==> src/tbt_pkg.sv <==
// shared types, widths and helper functions for the triangle barycentric test unit
// no dependencies
`default_nettype none
package tbt_pkg;

    localparam int COORD_BITS  = 13;
    localparam int FRAC_BITS   = 16;
    localparam int WEIGHT_BITS = 24;
    localparam int NUM_COORDS  = 8;
    localparam int NUM_WEIGHTS = 3;

    localparam int DIFF_BITS = COORD_BITS + 1;
    localparam int PROD_BITS = 2 * DIFF_BITS;
    localparam int NUM_BITS  = PROD_BITS + 2;
    localparam int QUO_BITS  = WEIGHT_BITS;
    localparam int DIVD_BITS = NUM_BITS + FRAC_BITS;

    localparam int IN_BITS        = NUM_COORDS * COORD_BITS;
    localparam int IN_TDATA_BITS  = ((IN_BITS + 7) / 8) * 8;
    localparam int OUT_BITS       = NUM_WEIGHTS * WEIGHT_BITS + 2;
    localparam int OUT_TDATA_BITS = ((OUT_BITS + 7) / 8) * 8;

    localparam int Q_DEPTH    = 4;
    localparam int Q_PTR_BITS = $clog2(Q_DEPTH);
    localparam int Q_CNT_BITS = Q_PTR_BITS + 1;

    localparam logic [WEIGHT_BITS-1:0] W_NEG_LIM = WEIGHT_BITS'(1) << (WEIGHT_BITS - 1);
    localparam logic [WEIGHT_BITS-1:0] W_POS_LIM = W_NEG_LIM - WEIGHT_BITS'(1);
    localparam logic [WEIGHT_BITS-1:0] DEGEN_WEIGHT =
        WEIGHT_BITS'(0) - (WEIGHT_BITS'(1) << FRAC_BITS);

    // classified item handed from the front to the divider back end
    typedef struct packed {
        logic [NUM_WEIGHTS-1:0]               neg;
        logic [NUM_WEIGHTS-1:0]               ovf;
        logic [NUM_WEIGHTS-1:0][NUM_BITS-1:0] mag;
        logic [NUM_BITS-1:0]                  den_mag;
        logic                                 degen;
        logic                                 in_tri;
    } tbt_item_t;

    // one divider pipeline stage
    typedef struct packed {
        tbt_item_t                            item;
        logic [NUM_WEIGHTS-1:0][NUM_BITS-1:0] rem;
        logic [NUM_WEIGHTS-1:0][QUO_BITS-1:0] quo;
    } tbt_div_t;

    function automatic logic [NUM_BITS-1:0] abs_mag(logic signed [NUM_BITS-1:0] v);
        return v[NUM_BITS-1] ? NUM_BITS'(0) - NUM_BITS'(v) : NUM_BITS'(v);
    endfunction

    function automatic logic [WEIGHT_BITS-1:0] sat_weight(logic neg, logic ovf,
                                                           logic [QUO_BITS-1:0] q);
        logic [WEIGHT_BITS-1:0] m;
        if (neg) begin
            m = (ovf || (q > W_NEG_LIM)) ? W_NEG_LIM : q;
            return WEIGHT_BITS'(0) - m;
        end
        m = (ovf || (q > W_POS_LIM)) ? W_POS_LIM : q;
        return m;
    endfunction

endpackage
`default_nettype wire

==> src/tbt_queue.sv <==
// short fifo of classified items between front and back
// depends on tbt_pkg
`default_nettype none
module tbt_queue (
    input  wire logic               aclk,
    input  wire logic               aresetn,
    input  wire logic               push,
    input  tbt_pkg::tbt_item_t      push_item,
    input  wire logic               pop,
    output tbt_pkg::tbt_item_t      head_item,
    output logic                    full,
    output logic                    empty
);

    tbt_pkg::tbt_item_t              mem_reg [tbt_pkg::Q_DEPTH];
    logic [tbt_pkg::Q_PTR_BITS-1:0]  wr_ptr_reg, rd_ptr_reg;
    logic [tbt_pkg::Q_CNT_BITS-1:0]  cnt_reg;
    logic                            do_pop;

    assign full      = (cnt_reg == tbt_pkg::Q_CNT_BITS'(tbt_pkg::Q_DEPTH));
    assign empty     = (cnt_reg == '0);
    assign head_item = mem_reg[rd_ptr_reg];
    assign do_pop    = pop && !empty;

    always_ff @(posedge aclk) begin
        if (!aresetn) begin
            wr_ptr_reg <= '0;
            rd_ptr_reg <= '0;
            cnt_reg    <= '0;
        end else begin
            if (push) begin
                wr_ptr_reg <= wr_ptr_reg + 1'b1;
            end
            if (do_pop) begin
                rd_ptr_reg <= rd_ptr_reg + 1'b1;
            end
            if (push && !do_pop) begin
                cnt_reg <= cnt_reg + 1'b1;
            end else if (!push && do_pop) begin
                cnt_reg <= cnt_reg - 1'b1;
            end
        end
    end

    always_ff @(posedge aclk) begin
        if (push) begin
            mem_reg[wr_ptr_reg] <= push_item;
        end
    end

endmodule
`default_nettype wire

==> config.mk <==
export PLATFORM = sky130hd
export DESIGN_NAME = tbt_queue
export DESIGN_NICKNAME = d
export VERILOG_FILES = /design/src/tbt_pkg.sv /design/src/tbt_queue.sv
export SDC_FILE = /design/constraint.sdc
export NUM_CORES = 1
export LEC_CHECK = 0
export ABC_AREA = 1
export BUFFER_PORTS_ARGS = -buffer_cell sky130_fd_sc_hd__buf_2
export CAP_MARGIN = 40
export CORE_ASPECT_RATIO = 0.75
export CORE_UTILIZATION = 30
export DETAILED_ROUTE_END_ITERATION = 7
export GPL_TIMING_DRIVEN = 0
export MAX_ROUTING_LAYER = met4
export PLACE_DENSITY = 0.51
export SYNTH_ARGS = -nofsm -noshare
export SYNTH_HDL_FRONTEND = slang
export SYNTH_SLANG_ARGS = --single-unit
==> constraint.sdc <==
create_clock -name aclk -period 4.3 [get_ports aclk]
set_input_delay 0.645 -clock aclk [delete_from_list [all_inputs] [get_ports aclk]]
set_output_delay 0.645 -clock aclk [all_outputs]
set_load 0.1 [all_outputs]
Word level (Yosys, flattened, before mapping)
Memory sizes are Yosys's and may differ from the RTL's. A register that Yosys moved wholly into a read port is not among the register bits.
Index checks and enable logic that the tools add are counted.
{ "totals": {"n_memories": 1, "ram_bits": 512, "in_bits": 132, "regBits": 7, "word_cells": 23, "rom_bits": 0, "latch_bits": 0} }
{ "op_classes": {"div": 0, "mux": 6, "mul": 0, "reduce_logical": 8, "shifts": 0, "eq_ne": 1, "bitwise": 0, "order_cmp": 0, "n_addsub": 4} }
{ "mem_list": {"columns": ["memory", "depth", "width", "rd", "rd_ports_with_merged_regs", "write_ports", "line_no", "source"], "rows": [
  ["mem_reg", 4, 128, 1, 1, 1, "tbt_queue.sv:15", "tbt_pkg::tbt_item_t mem_reg [tbt_pkg::Q_DEPTH];"]
]} }
{ "ops": {"columns": ["cell", "n"], "rows": [
  ["3-bit 2-to-1 mux", 2],
  ["2-bit by 1-bit adder with 2-bit output, second input constant", 2],
  ["2-bit 2-to-1 mux", 2],
  ["3-bit by 1-bit adder with 3-bit output, second input constant", 1],
  ["3-bit == test, second input constant", 1],
  ["1-bit logical AND", 3],
  ["1-bit zero test", 3],
  ["3-bit zero test", 1],
  ["3-bit by 1-bit subtractor with 3-bit output, second input constant", 1],
  ["1-bit 2-to-1 mux", 2],
  ["2-bit nonzero test", 1]
]} }

Depth between registers and ports, before layout
{ "depth": {"word_depth": 6, "depth_mapped": 12} }

Worst setup path after synthesis
Ideal clock, no wire load.
{ "synth_path": {"kind": "input to register", "from": "input port push", "to": "memory mem_reg[2][0] in the netlist's numbering (enable)", "setup_ns": 0.481, "stages": 2, "t_arrival_ns": 3.144, "slack_ns": 0.675, "t_required_ns": 3.819, "n_path_buf": 0, "path_cell_list": "nand2_1 inv_1"} }
{ "synth_between": {"elab_chain_len": 2} }
{ "synth_rtl": {"columns": ["element", "line_no", "source"], "rows": [
  ["start, declared", "tbt_queue.sv:7", "input wire logic push,"],
  ["1-bit 2-to-1 mux", "tbt_queue.sv:46", "if (push) begin"],
  ["1-bit 2-to-1 mux (not written as such)", "tbt_queue.sv:47", "mem_reg[wr_ptr_reg] <= push_item;"],
  ["end, declared", "tbt_queue.sv:15", null]
]} }
Every way passes these cells.

==> results.md <==
- Leak: slightly above 0.008 uW
- Global-route met3 utilization: 4.64%
- Status: finished clean
- Post-synth top area share: 77.7%
- Total negative setup slack: 0 ns
- Final GP Congestion: around 0.75
- Core Util, Final: 36.8%
- Chip width: 299 um
- First-pass GRT wire length: 75500 um
- Post-synthesis register bit count: roughly 520
- WP data arrival: about 2.9 ns
- All-Layer GR Usage: 15.6%
- Clock tree buffer depth: 3
- Average size of a mapped cell: around 15 um^2
- Max Fclk: 281 MHz
- Ys Warns: 0
- Vias per std cell: 4.64
- Tcrit/Tclk final: between 80% and 90%
- Max FFs per register: just over 500
- Nets: 1760
- EDFF count, synth: 512
- CP startpoint kind: register
- I/O pin cnt: 262
- Initial Util: 30.4%
- Largest net degree at the start of global routing: 69
- DP Area: 22300 um^2
- Clock transition at path regs: 0.06 ns
- Pre-Repair DR Iteration Count: 5
- Yosys top cell by area: edfxtp_1
- Met1 Use GR: between 20% and 30%
- Synthesized cell area: 19800 um^2
- Core Footprint: 65200 um^2
- Initial antenna violation count: 16
- Endpoints failing setup: 0
- CTS buffer count: 53
- Cell mode on critical path: buf_2
- Vias in the first global route: around 12000
- Worst-skew pair later-pin latency: slightly below 0.6 ns
- Synth Flop Type: edfxtp_1
- WHS: 0.259 ns
- Hold Crit Class: input port to register
- Setup crit end kind: primary output
- Post-CTS sizing: 0
- RSZ-0062 raised after global routing: no
- Drt first-iter violations: 688
- CP bufs+invs: 3
- DR WL/cell: 20.2 um
- Slowest stage delay, CP: 0.50 ns
- Die Footprint: approximately 67000 um^2
- DR DRC count: 0
- Final worst path period need: 3.56 ns
- DR vias: 11800
- Crit path cell chain: buf_2, buf_1, o21ai_0, o22ai_1, buf_2
- Grt total ovfl: 0
- Syn Inst Count: 1302
- Sequential-to-total area share from yosys stat: a little under 80%
- Hold_buf cts: 0
- Worst slew pin tran: 0.678 ns
- # rows: 81
- Final HPWL DP: about 30000 um
- Slew Limit Fails: 0
- Crit-path slowest cell: buf_2
- CTS Sinks: 521
- Final Hold Vio Count: 0
- Number of port buffers: around 260
- H-tree levels: 2
- Cell variety after synth: 25
- Clock Skew: 0.0275 ns
- Layout cells sized above 1: 28.0%
- Area growth syn-to-layout: 21.0%
- List of most frequent post-synthesis cells: 512 x edfxtp_1, 232 x nor2_1, 147 x o21ai_0
- Chip height: 224 um
- Cell Pwr Density: 715 nW/um^2
- CP required: 3.65 ns
- Max-cap viol count: 0
- VDD IR max: about 530 uV
- Crit path max-delay family: buffers and inverters
- Critical path type: register to primary output
- Clock Tree Root: clkbuf_16
- Setup bufs post-CTS: 0
- Final WL: approximately 50000 um
- Top post-synthesis cells by area: edfxtp_1 78%, nor2_1 4.4%, o21ai_0 3.7%
- CP Max Fanout: 10
- Post-route ant nets: 0
- CTS tree: built
- Asr flop ratio synth: 0%
- Slew HR: 54.8%
- Met2 Usage GRT: between 20% and 30%
- Synthesized Nets: 1440
- Final instance area: 24000 um^2
- GRT busiest layer: met2
- Most common cell in the netlist: edfxtp_1
-- cell usage in the layout (no fill, tap or decap) --
| cell type | synthesis | routed |
|---|---|---|
| clkinv_1 | 0 | 4 |
| inv_4 | 1 | 1 |
| inv_1 | 15 | 11 |
| buf_2 | 16 | 277 |
| ha_1 | 5 | 5 |
| buf_12 | 4 | 4 |
| inv_8 | 0 | 5 |
| dfxtp_1 | 9 | 9 |
| inv_6 | 0 | 3 |
| clkbuf_16 | 0 | 53 |
| diode_2 | 0 | 17 |
| bufinv_16 | 0 | 2 |
| xor2_1 | 1 | 1 |
| nand3_1 | 3 | 3 |
| buf_4 | 9 | 9 |
| clkbuf_1 | 34 | 47 |
| buf_1 | 3 | 3 |
| buf_6 | 17 | 17 |
| o22ai_1 | 88 | 88 |
| nor2_2 | 30 | 30 |
| a21oi_1 | 5 | 5 |
| nand2_1 | 15 | 15 |
| fa_1 | 1 | 1 |
| o22ai_2 | 40 | 40 |
| nor3_1 | 1 | 1 |
| clkinv_2 | 0 | 14 |
| buf_8 | 1 | 1 |
| o21ai_0 | 147 | 147 |
| o21ai_1 | 112 | 112 |
| nor2_1 | 232 | 232 |
| clkinv_4 | 0 | 2 |
| buf_16 | 0 | 4 |
| edfxtp_1 | 512 | 512 |
| inv_2 | 1 | 1 |
| clkinvlp_4 | 0 | 1 |
-- path summary, 6_finish.rpt --
| kind | startpoint | end | slack, ns | cells past startpoint |
|---|---|---|---|---|
| min reg2reg | rd_ptr_reg[0] | rd_ptr_reg[0] | 0.51 | 2 |
| max reg2reg | wr_ptr_reg[0] | mem_reg[0][71] | 2.29 | 5 |
| min | push_item[12] | mem_reg[1][12] | 0.26 | 1 |
| max | register | head_item[49] | 0.74 | 5 |
-- stage by stage --
step / std cells / setup WS [ns] / power [uW]
finish: 2548 / 0.744 / 17100
global route: 2547 / 0.477 / 17800
CTS: 2531 / 0.634 / 17300
detailed placement: 2438 / 1.31 / 13000
global placement: 2434 / -1.94 / 13000
floorplan: 1302 / 0.675 / 11500
-- power breakdown --
| group | internal (uW) | total [uW] | switching, uW |
|---|---|---|---|
| combinational | 1150 | 6910 | 5760 |
| clock | 2390 | 4310 | 1920 |
| sequential | 5820 | 5890 | 68.8 |
| total | 9360 | 17100 | 7750 |
-- cells by family after synthesis --
| group | after synthesis | synth area share [%] |
|---|---|---|
| xor+xnor | 1 | 0.0443 |
| fa+ha+maj | 6 | 0.417 |
| simple gates | 281 | 5.73 |
| flops | 521 | 78.6 |
| compound gates | 392 | 12.0 |
| buf+inv | 101 | 3.23 |
-- layout make-up --
class                      instances  area, um^2
antenna                           17        42.5
fill                            6178       41200
timing repair buffer             265        1420
buffer                            84         573
tap                              871        1090
multi-input combinational        680        3600
inverter                          17        96.3
clock buffer                      66        1380
sequential                       521       15600
clock inverter                    27         208
-- per-layer routing --
layer,up-vias,part of all wire [%]
met4,0,1.9
met1,5821,46
met5,-,0
li1,5607,-
met3,66,7.7
met2,341,45
Power figures use the tool's default switching activity.
