### src/tbt_pkg.sv
// shared types, widths and helper functions for the triangle barycentric test unit
// no dependencies
`default_nettype none
package tbt_pkg;

    localparam int COORD_BITS  = 13;
    localparam int FRAC_BITS   = 16;
    localparam int WEIGHT_BITS = 24;
    localparam int NUM_COORDS  = 8;
    localparam int NUM_WEIGHTS = 3;

    localparam int DIFF_BITS = COORD_BITS + 1;
    localparam int PROD_BITS = 2 * DIFF_BITS;
    localparam int NUM_BITS  = PROD_BITS + 2;
    localparam int QUO_BITS  = WEIGHT_BITS;
    localparam int DIVD_BITS = NUM_BITS + FRAC_BITS;

    localparam int IN_BITS        = NUM_COORDS * COORD_BITS;
    localparam int IN_TDATA_BITS  = ((IN_BITS + 7) / 8) * 8;
    localparam int OUT_BITS       = NUM_WEIGHTS * WEIGHT_BITS + 2;
    localparam int OUT_TDATA_BITS = ((OUT_BITS + 7) / 8) * 8;

    localparam int Q_DEPTH    = 4;
    localparam int Q_PTR_BITS = $clog2(Q_DEPTH);
    localparam int Q_CNT_BITS = Q_PTR_BITS + 1;

    localparam logic [WEIGHT_BITS-1:0] W_NEG_LIM = WEIGHT_BITS'(1) << (WEIGHT_BITS - 1);
    localparam logic [WEIGHT_BITS-1:0] W_POS_LIM = W_NEG_LIM - WEIGHT_BITS'(1);
    localparam logic [WEIGHT_BITS-1:0] DEGEN_WEIGHT =
        WEIGHT_BITS'(0) - (WEIGHT_BITS'(1) << FRAC_BITS);

    // classified item handed from the front to the divider back end
    typedef struct packed {
        logic [NUM_WEIGHTS-1:0]               neg;
        logic [NUM_WEIGHTS-1:0]               ovf;
        logic [NUM_WEIGHTS-1:0][NUM_BITS-1:0] mag;
        logic [NUM_BITS-1:0]                  den_mag;
        logic                                 degen;
        logic                                 in_tri;
    } tbt_item_t;

    // one divider pipeline stage
    typedef struct packed {
        tbt_item_t                            item;
        logic [NUM_WEIGHTS-1:0][NUM_BITS-1:0] rem;
        logic [NUM_WEIGHTS-1:0][QUO_BITS-1:0] quo;
    } tbt_div_t;

    function automatic logic [NUM_BITS-1:0] abs_mag(logic signed [NUM_BITS-1:0] v);
        return v[NUM_BITS-1] ? NUM_BITS'(0) - NUM_BITS'(v) : NUM_BITS'(v);
    endfunction

    function automatic logic [WEIGHT_BITS-1:0] sat_weight(logic neg, logic ovf,
                                                           logic [QUO_BITS-1:0] q);
        logic [WEIGHT_BITS-1:0] m;
        if (neg) begin
            m = (ovf || (q > W_NEG_LIM)) ? W_NEG_LIM : q;
            return WEIGHT_BITS'(0) - m;
        end
        m = (ovf || (q > W_POS_LIM)) ? W_POS_LIM : q;
        return m;
    endfunction

endpackage
`default_nettype wire

### src/tbt_front.sv
// front end: edge differences, cross products, numerators and classification
// depends on tbt_pkg
`default_nettype none
module tbt_front (
    input  wire logic                              aclk,
    input  wire logic                              aresetn,
    input  wire logic                              s_tvalid,
    output logic                                   s_tready,
    input  wire logic [tbt_pkg::IN_TDATA_BITS-1:0] s_tdata,
    input  wire logic                              q_full,
    output logic                                   q_push,
    output tbt_pkg::tbt_item_t                     q_item
);

    localparam int C = tbt_pkg::COORD_BITS;
    localparam int D = tbt_pkg::DIFF_BITS;
    localparam int P = tbt_pkg::PROD_BITS;
    localparam int N = tbt_pkg::NUM_BITS;

    logic signed [C-1:0] ax, ay, bx, by, cx, cy, px, py;
    logic en;
    logic v1_reg, v2_reg, v3_reg, v4_reg;

    logic signed [D-1:0] acx_reg, abx_reg, pax_reg, acy_reg, aby_reg, pay_reg;
    logic signed [P-1:0] p_abx_pay_reg, p_pax_aby_reg, p_pax_acy_reg;
    logic signed [P-1:0] p_acx_pay_reg, p_acx_aby_reg, p_abx_acy_reg;
    logic signed [N-1:0] n1_reg, n2_reg, n3_reg, den_reg;
    logic signed [N-1:0] n2_next, n3_next, den_next;
    tbt_pkg::tbt_item_t  item_reg, item_next;

    assign ax = s_tdata[0*C +: C];
    assign ay = s_tdata[1*C +: C];
    assign bx = s_tdata[2*C +: C];
    assign by = s_tdata[3*C +: C];
    assign cx = s_tdata[4*C +: C];
    assign cy = s_tdata[5*C +: C];
    assign px = s_tdata[6*C +: C];
    assign py = s_tdata[7*C +: C];

    assign en       = !(v4_reg && q_full);
    assign s_tready = en;
    assign q_push   = v4_reg && !q_full;
    assign q_item   = item_reg;

    assign n3_next  = N'(p_abx_pay_reg) - N'(p_pax_aby_reg);
    assign n2_next  = N'(p_pax_acy_reg) - N'(p_acx_pay_reg);
    assign den_next = N'(p_acx_aby_reg) - N'(p_abx_acy_reg);

    always_comb begin
        logic signed [N-1:0] nums [tbt_pkg::NUM_WEIGHTS];
        nums[0] = n1_reg;
        nums[1] = n2_reg;
        nums[2] = n3_reg;
        item_next.den_mag = tbt_pkg::abs_mag(den_reg);
        item_next.degen   = (den_reg == '0);
        item_next.in_tri  = (den_reg != '0);
        for (int w = 0; w < tbt_pkg::NUM_WEIGHTS; w++) begin
            item_next.mag[w] = tbt_pkg::abs_mag(nums[w]);
            item_next.neg[w] = nums[w][N-1] != den_reg[N-1];
            // quotient needs more than the weight width
            item_next.ovf[w] = (item_next.mag[w] >> (tbt_pkg::QUO_BITS - tbt_pkg::FRAC_BITS))
                               >= item_next.den_mag;
            if (nums[w] != '0 && item_next.neg[w]) begin
                item_next.in_tri = 1'b0;
            end
        end
    end

    always_ff @(posedge aclk) begin
        if (!aresetn) begin
            v1_reg <= 1'b0;
            v2_reg <= 1'b0;
            v3_reg <= 1'b0;
            v4_reg <= 1'b0;
        end else if (en) begin
            v1_reg <= s_tvalid;
            v2_reg <= v1_reg;
            v3_reg <= v2_reg;
            v4_reg <= v3_reg;
        end
    end

    always_ff @(posedge aclk) begin
        if (en) begin
            acx_reg <= D'(cx) - D'(ax);
            abx_reg <= D'(bx) - D'(ax);
            pax_reg <= D'(ax) - D'(px);
            acy_reg <= D'(cy) - D'(ay);
            aby_reg <= D'(by) - D'(ay);
            pay_reg <= D'(ay) - D'(py);

            p_abx_pay_reg <= P'(abx_reg) * P'(pay_reg);
            p_pax_aby_reg <= P'(pax_reg) * P'(aby_reg);
            p_pax_acy_reg <= P'(pax_reg) * P'(acy_reg);
            p_acx_pay_reg <= P'(acx_reg) * P'(pay_reg);
            p_acx_aby_reg <= P'(acx_reg) * P'(aby_reg);
            p_abx_acy_reg <= P'(abx_reg) * P'(acy_reg);

            n2_reg  <= n2_next;
            n3_reg  <= n3_next;
            den_reg <= den_next;
            n1_reg  <= den_next - n2_next - n3_next;

            item_reg <= item_next;
        end
    end

endmodule
`default_nettype wire

### config.mk
export PLATFORM = sky130hd
export DESIGN_NAME = tbt_front
export DESIGN_NICKNAME = d
export VERILOG_FILES = /design/src/tbt_pkg.sv /design/src/tbt_front.sv
export SDC_FILE = /design/constraint.sdc
export NUM_CORES = 2
export LEC_CHECK = 0
export BUFFER_PORTS_ARGS = -buffer_cell sky130_fd_sc_hd__buf_2
export CAP_MARGIN = 25
export CORE_MARGIN = 1
export CORE_UTILIZATION = 55
export CTS_CLUSTER_DIAMETER = 200
export CTS_CLUSTER_SIZE = 24
export DETAILED_ROUTE_END_ITERATION = 12
export GPL_ROUTABILITY_DRIVEN = 0
export PLACE_DENSITY = 0.79
export SLEW_MARGIN = 25
export SYNTH_ARGS = -nofsm -noshare
export SYNTH_HDL_FRONTEND = slang
export SYNTH_SLANG_ARGS = --single-unit
### constraint.sdc
create_clock -name aclk -period 37.5 [get_ports aclk]
set_input_delay 5.625 -clock aclk [delete_from_list [all_inputs] [get_ports aclk]]
set_output_delay 5.625 -clock aclk [all_outputs]
set_load 0.03 [all_outputs]
# Word level (Yosys, flattened, before mapping)

Cells that the tools add are included.

Bits of input ports: 108
Output and inout port bits: 130
Logic and storage cells: 72
Register bits: 501

Muxes and demuxes: 4
Add/sub/neg operators: 15
Order comparisons: 3
Reduce and logical (&&, ||, !) cells: 13
Eq/ne operators: 3
$mul: 6

Operator list:

| operator                                                             | number |
|---|---|
| 14-bit by 14-bit multiplier with 28-bit output                       | 6 |
| 30-bit 2-to-1 mux                                                    | 4 |
| 30-bit nonzero test                                                  | 4 |
| 22-bit by 30-bit >= comparator with 1-bit output                     | 3 |
| 1-bit by 29-bit subtractor with 30-bit output (first input constant) | 3 |
| 28-bit by 28-bit subtractor with 29-bit output                       | 3 |
| 13-bit by 13-bit subtractor with 14-bit output                       | 6 |
| 30-bit zero test                                                     | 1 |
| 1-bit by 30-bit subtractor with 30-bit output (first input constant) | 1 |
| 29-bit by 29-bit subtractor with 30-bit output                       | 1 |
| 30-bit by 29-bit subtractor with 30-bit output                       | 1 |
| 1-bit logical AND                                                    | 5 |
| 1-bit inequality test                                                | 3 |
| 3-bit OR reduction                                                   | 1 |
| 1-bit zero test                                                      | 2 |

# Depth between registers and ports, before layout

Depth in word-level cells: 3
Depth in mapped cells: 25
Depth with buffers taken out: 24

# Worst setup path before layout

Ideal clock, no wire load.

Path type: input port to output port
Start point: input q_full
End point: output s_tready
Path buffers: 0
Arrival time: 16.281 ns
Required time: 31.875 ns
Slack: 15.594 ns
Stages on the path: 1
Cell sequence: nand2_1

Word-level cells in the longest chain between the ends: 2

Ends and longest elaborated chain:

| what               | line            | RTL |
|---|---|---|
| start: declaration | tbt_front.sv:10 | `input wire logic q_full,` |
| 1-bit logical AND  | tbt_front.sv:40 | `assign en = !(v4_reg && q_full);` |
| 1-bit zero test    | tbt_front.sv:40 |  |
| end: declaration   | tbt_front.sv:8  | `output logic s_tready,` |

No other way between the ends.

# Final worst setup path

Ends and elaborated chain as after synthesis.

==> impl_metrics.ini <==
[worst_setup_path]
r2r_setup_slack_ns = 29.39
rr_worst_depth = 20
timing.rr.end = p_acx_aby_reg[27]
critical_path_class = input pin to primary output
setup.worst_path.end_class = primary output
crit_end = s_tready
worst-endpoint-required_ns = 31.87
critPathMaxFanout = 33
arrival_ns = 6.50
worstSetupStartpoint = q_full
worstReg2RegStart = aby_reg[13]
start_kind = input pin

[clock_network]
clockBufferDepth = 3
insertion_delay_ns = 0.70
cts_resized = 0
cts-root-buf = clkbuf_16
cts.hold.buffers_added = 0
cts_tree = done
cts_sinks = 501
cts.reportedPaths.clkPinSlew_ns = 0.08
htree_levels = 1
post_cts_buffers = 0
cts_buffers = 25

[timing]
max_freq_mhz = 82.46
max_slew_margin_pct = 29.40
drv_slew = 0
worst_pin_slew_ns = 1.059
finalSetupTns_ns = 0
rsz0062_at_grt = false
finalCriticalPeriod_ns = 12.13
fin_crit_sh_pct = 32.34
finalClockSkew_ns = 0.06577
setup_viol = 0
hold_viol = 0

[synth]
synth_cells = 7536
synth-edff-count = 497
syn_area_mm2 = 0.07397
ys_seq_area_share_pct = 20.28
ys_ff_latch = 501
avgSynthCellArea_um2 = 9.816
yosys_warnings = 0
ys.flop_type = edfxtp_1
synth_cell_types = 75
synthArstFlopShare_pct = 0

[final_layout]
nFillCells = 10940
syn2layout_area_growth_pct = 5.357
drive_gt1_share_pct = 5.129
fin_nets = 9627
largest_reg_flops = 128

[global_routing]
antenna_found_initial = 9
grt_pass1_vias = 56400
grt_max_degree = 159
grt_pass1_wl_mm = 302.2
grt-ovfl-total = 0
grt_usage_pct = 28.46

[drt]
routedWlPerCell_um = 19.97
wl_mm = 188.5
ant_nets = 0
drt_iter0_markers = 4514
dr.pass1.iters = 9
avgViaCountPerCell = 5.615
drcViolationCount = 0
via_count = 52980

[floorplanning]
die_area_mm2 = 0.1360
num_rows = 134
core_mm2 = 0.1335
ioPinCount = 238
die_w_um = 368.7
start_util_pct = 55.43
die_h_um = 368.7

[placement]
io_buffer_count = 237
dp.final_hpwl_mm = 148.1

[job]
maxCapViolCount = 0

[status]
outcome = finished, final reports clean

[worst_hold_path]
hold_path_class = register to register
whs_path_depth = 2
[how the worst min path moves through the flow]
stage	slack, ns	start	to
6_report	0.49	v2_reg	v3_reg
5_1_grt	0.51	n2_reg[0]	q_item[62]
4_1_cts	0.50	v2_reg	v3_reg
3_5_place_dp	0.48	v2_reg	v3_reg
3_3_place_gp	0.45	v1_reg	v2_reg
2_1_floorplan	0.44	v1_reg	v2_reg
[cells in the mapped netlist, types with 38 or more instances]
| master | n | share of area (%) |
|---|---|---|
| nor2_1 | 290 | 1.5 |
| edfxtp_1 | 497 | 20 |
| clkbuf_1 | 247 | 1.3 |
| nor3_1 | 66 | 0.45 |
| or3_1 | 38 | 0.32 |
| a21oi_1 | 205 | 1.4 |
| inv_1 | 1692 | 8.6 |
| xnor2_1 | 358 | 4.2 |
| nor2b_1 | 61 | 0.52 |
| o31ai_1 | 45 | 0.46 |
| ha_1 | 663 | 11 |
| a21o_1 | 106 | 1.1 |
| and2_1 | 652 | 5.5 |
| o21ai_0 | 199 | 1.3 |
| nand3_1 | 39 | 0.26 |
| fa_1 | 1208 | 33 |
| xor2_1 | 85 | 1.0 |
| nand2b_1 | 56 | 0.47 |
| nand2_1 | 606 | 3.1 |
[per-stage QoR]
step / setup slack [ns] / cell area [um^2] / std cells / hold WS, ns / util [%]
after floorplan: 15.59 / 73990 / 7540 / 0.4436 / -
after global placement: 25.36 / 77170 / 9387 / 0.4547 / 57.82
after detailed placement: 25.32 / 77180 / 9388 / 0.4846 / 57.83
after CTS: 25.32 / 77900 / 9429 / 0.4980 / 58.37
after global routing: 25.30 / 77920 / 9430 / 0.5107 / 58.38
final: 25.37 / 77930 / 9436 / 0.4891 / 58.40
[routing by layer]
layer / global-route usage, % / share of wire, %
met4: 14.10 / 6.0
met2: 47.06 / 46
met3: 5.310 / 9.0
met1: 35.87 / 39
met5: 0 / 0.029
[cell usage in the layout, fill, tap and decap left out, drive strengths merged, types with 28 or more instances in the layout]
master  Yosys  layout
inv      1692    1694
fa       1208    1208
ha        663     663
and2      652     652
nand2     606     606
edfxtp    497     497
xnor2     358     358
buf         2     331
nor2      290     290
a21oi     205     205
o21ai     200     200
a21o      106     106
xor2       85      85
nor3       66      66
nor2b      61      61
nand2b     56      56
o31ai      45      45
or3        40      40
nand3      39      39
clkbuf    248      38
o21a       37      37
a21boi     35      35
o21bai     31      31
a31oi      28      28
[critical path, stage by stage]
cell     delay [ns]
buf_2          0.14
nand2_4        0.40
buf_2          0.30
[logic make-up after synthesis]
logic type      synth area share, %
buf+inv                       9.860
mux                          0.1133
other cells                0.005070
simple gates                  13.29
fa+ha+maj                     43.91
flops                         20.28
compound gates                7.292
xor+xnor                      5.245
[cell type report]
| cell class | instances | area [um^2] | area share, % |
|---|---|---|---|
| multi-input combinational | 5097 | 51700 | 66.33 |
| sequential | 501 | 15000 | 19.25 |
| inverter | 1692 | 6351 | 8.149 |
| tap | 1768 | 2212 | 2.838 |
| timing repair buffer | 331 | 1932 | 2.479 |
| clock buffer | 38 | 674.4 | 0.8653 |
| clock inverter | 3 | 48.80 | 0.06261 |
| antenna | 6 | 15.01 | 0.01927 |
Power is left out: the tool's default activity adds up to more than one toggle a clock period on the data nets, which glitch-free logic cannot reach.
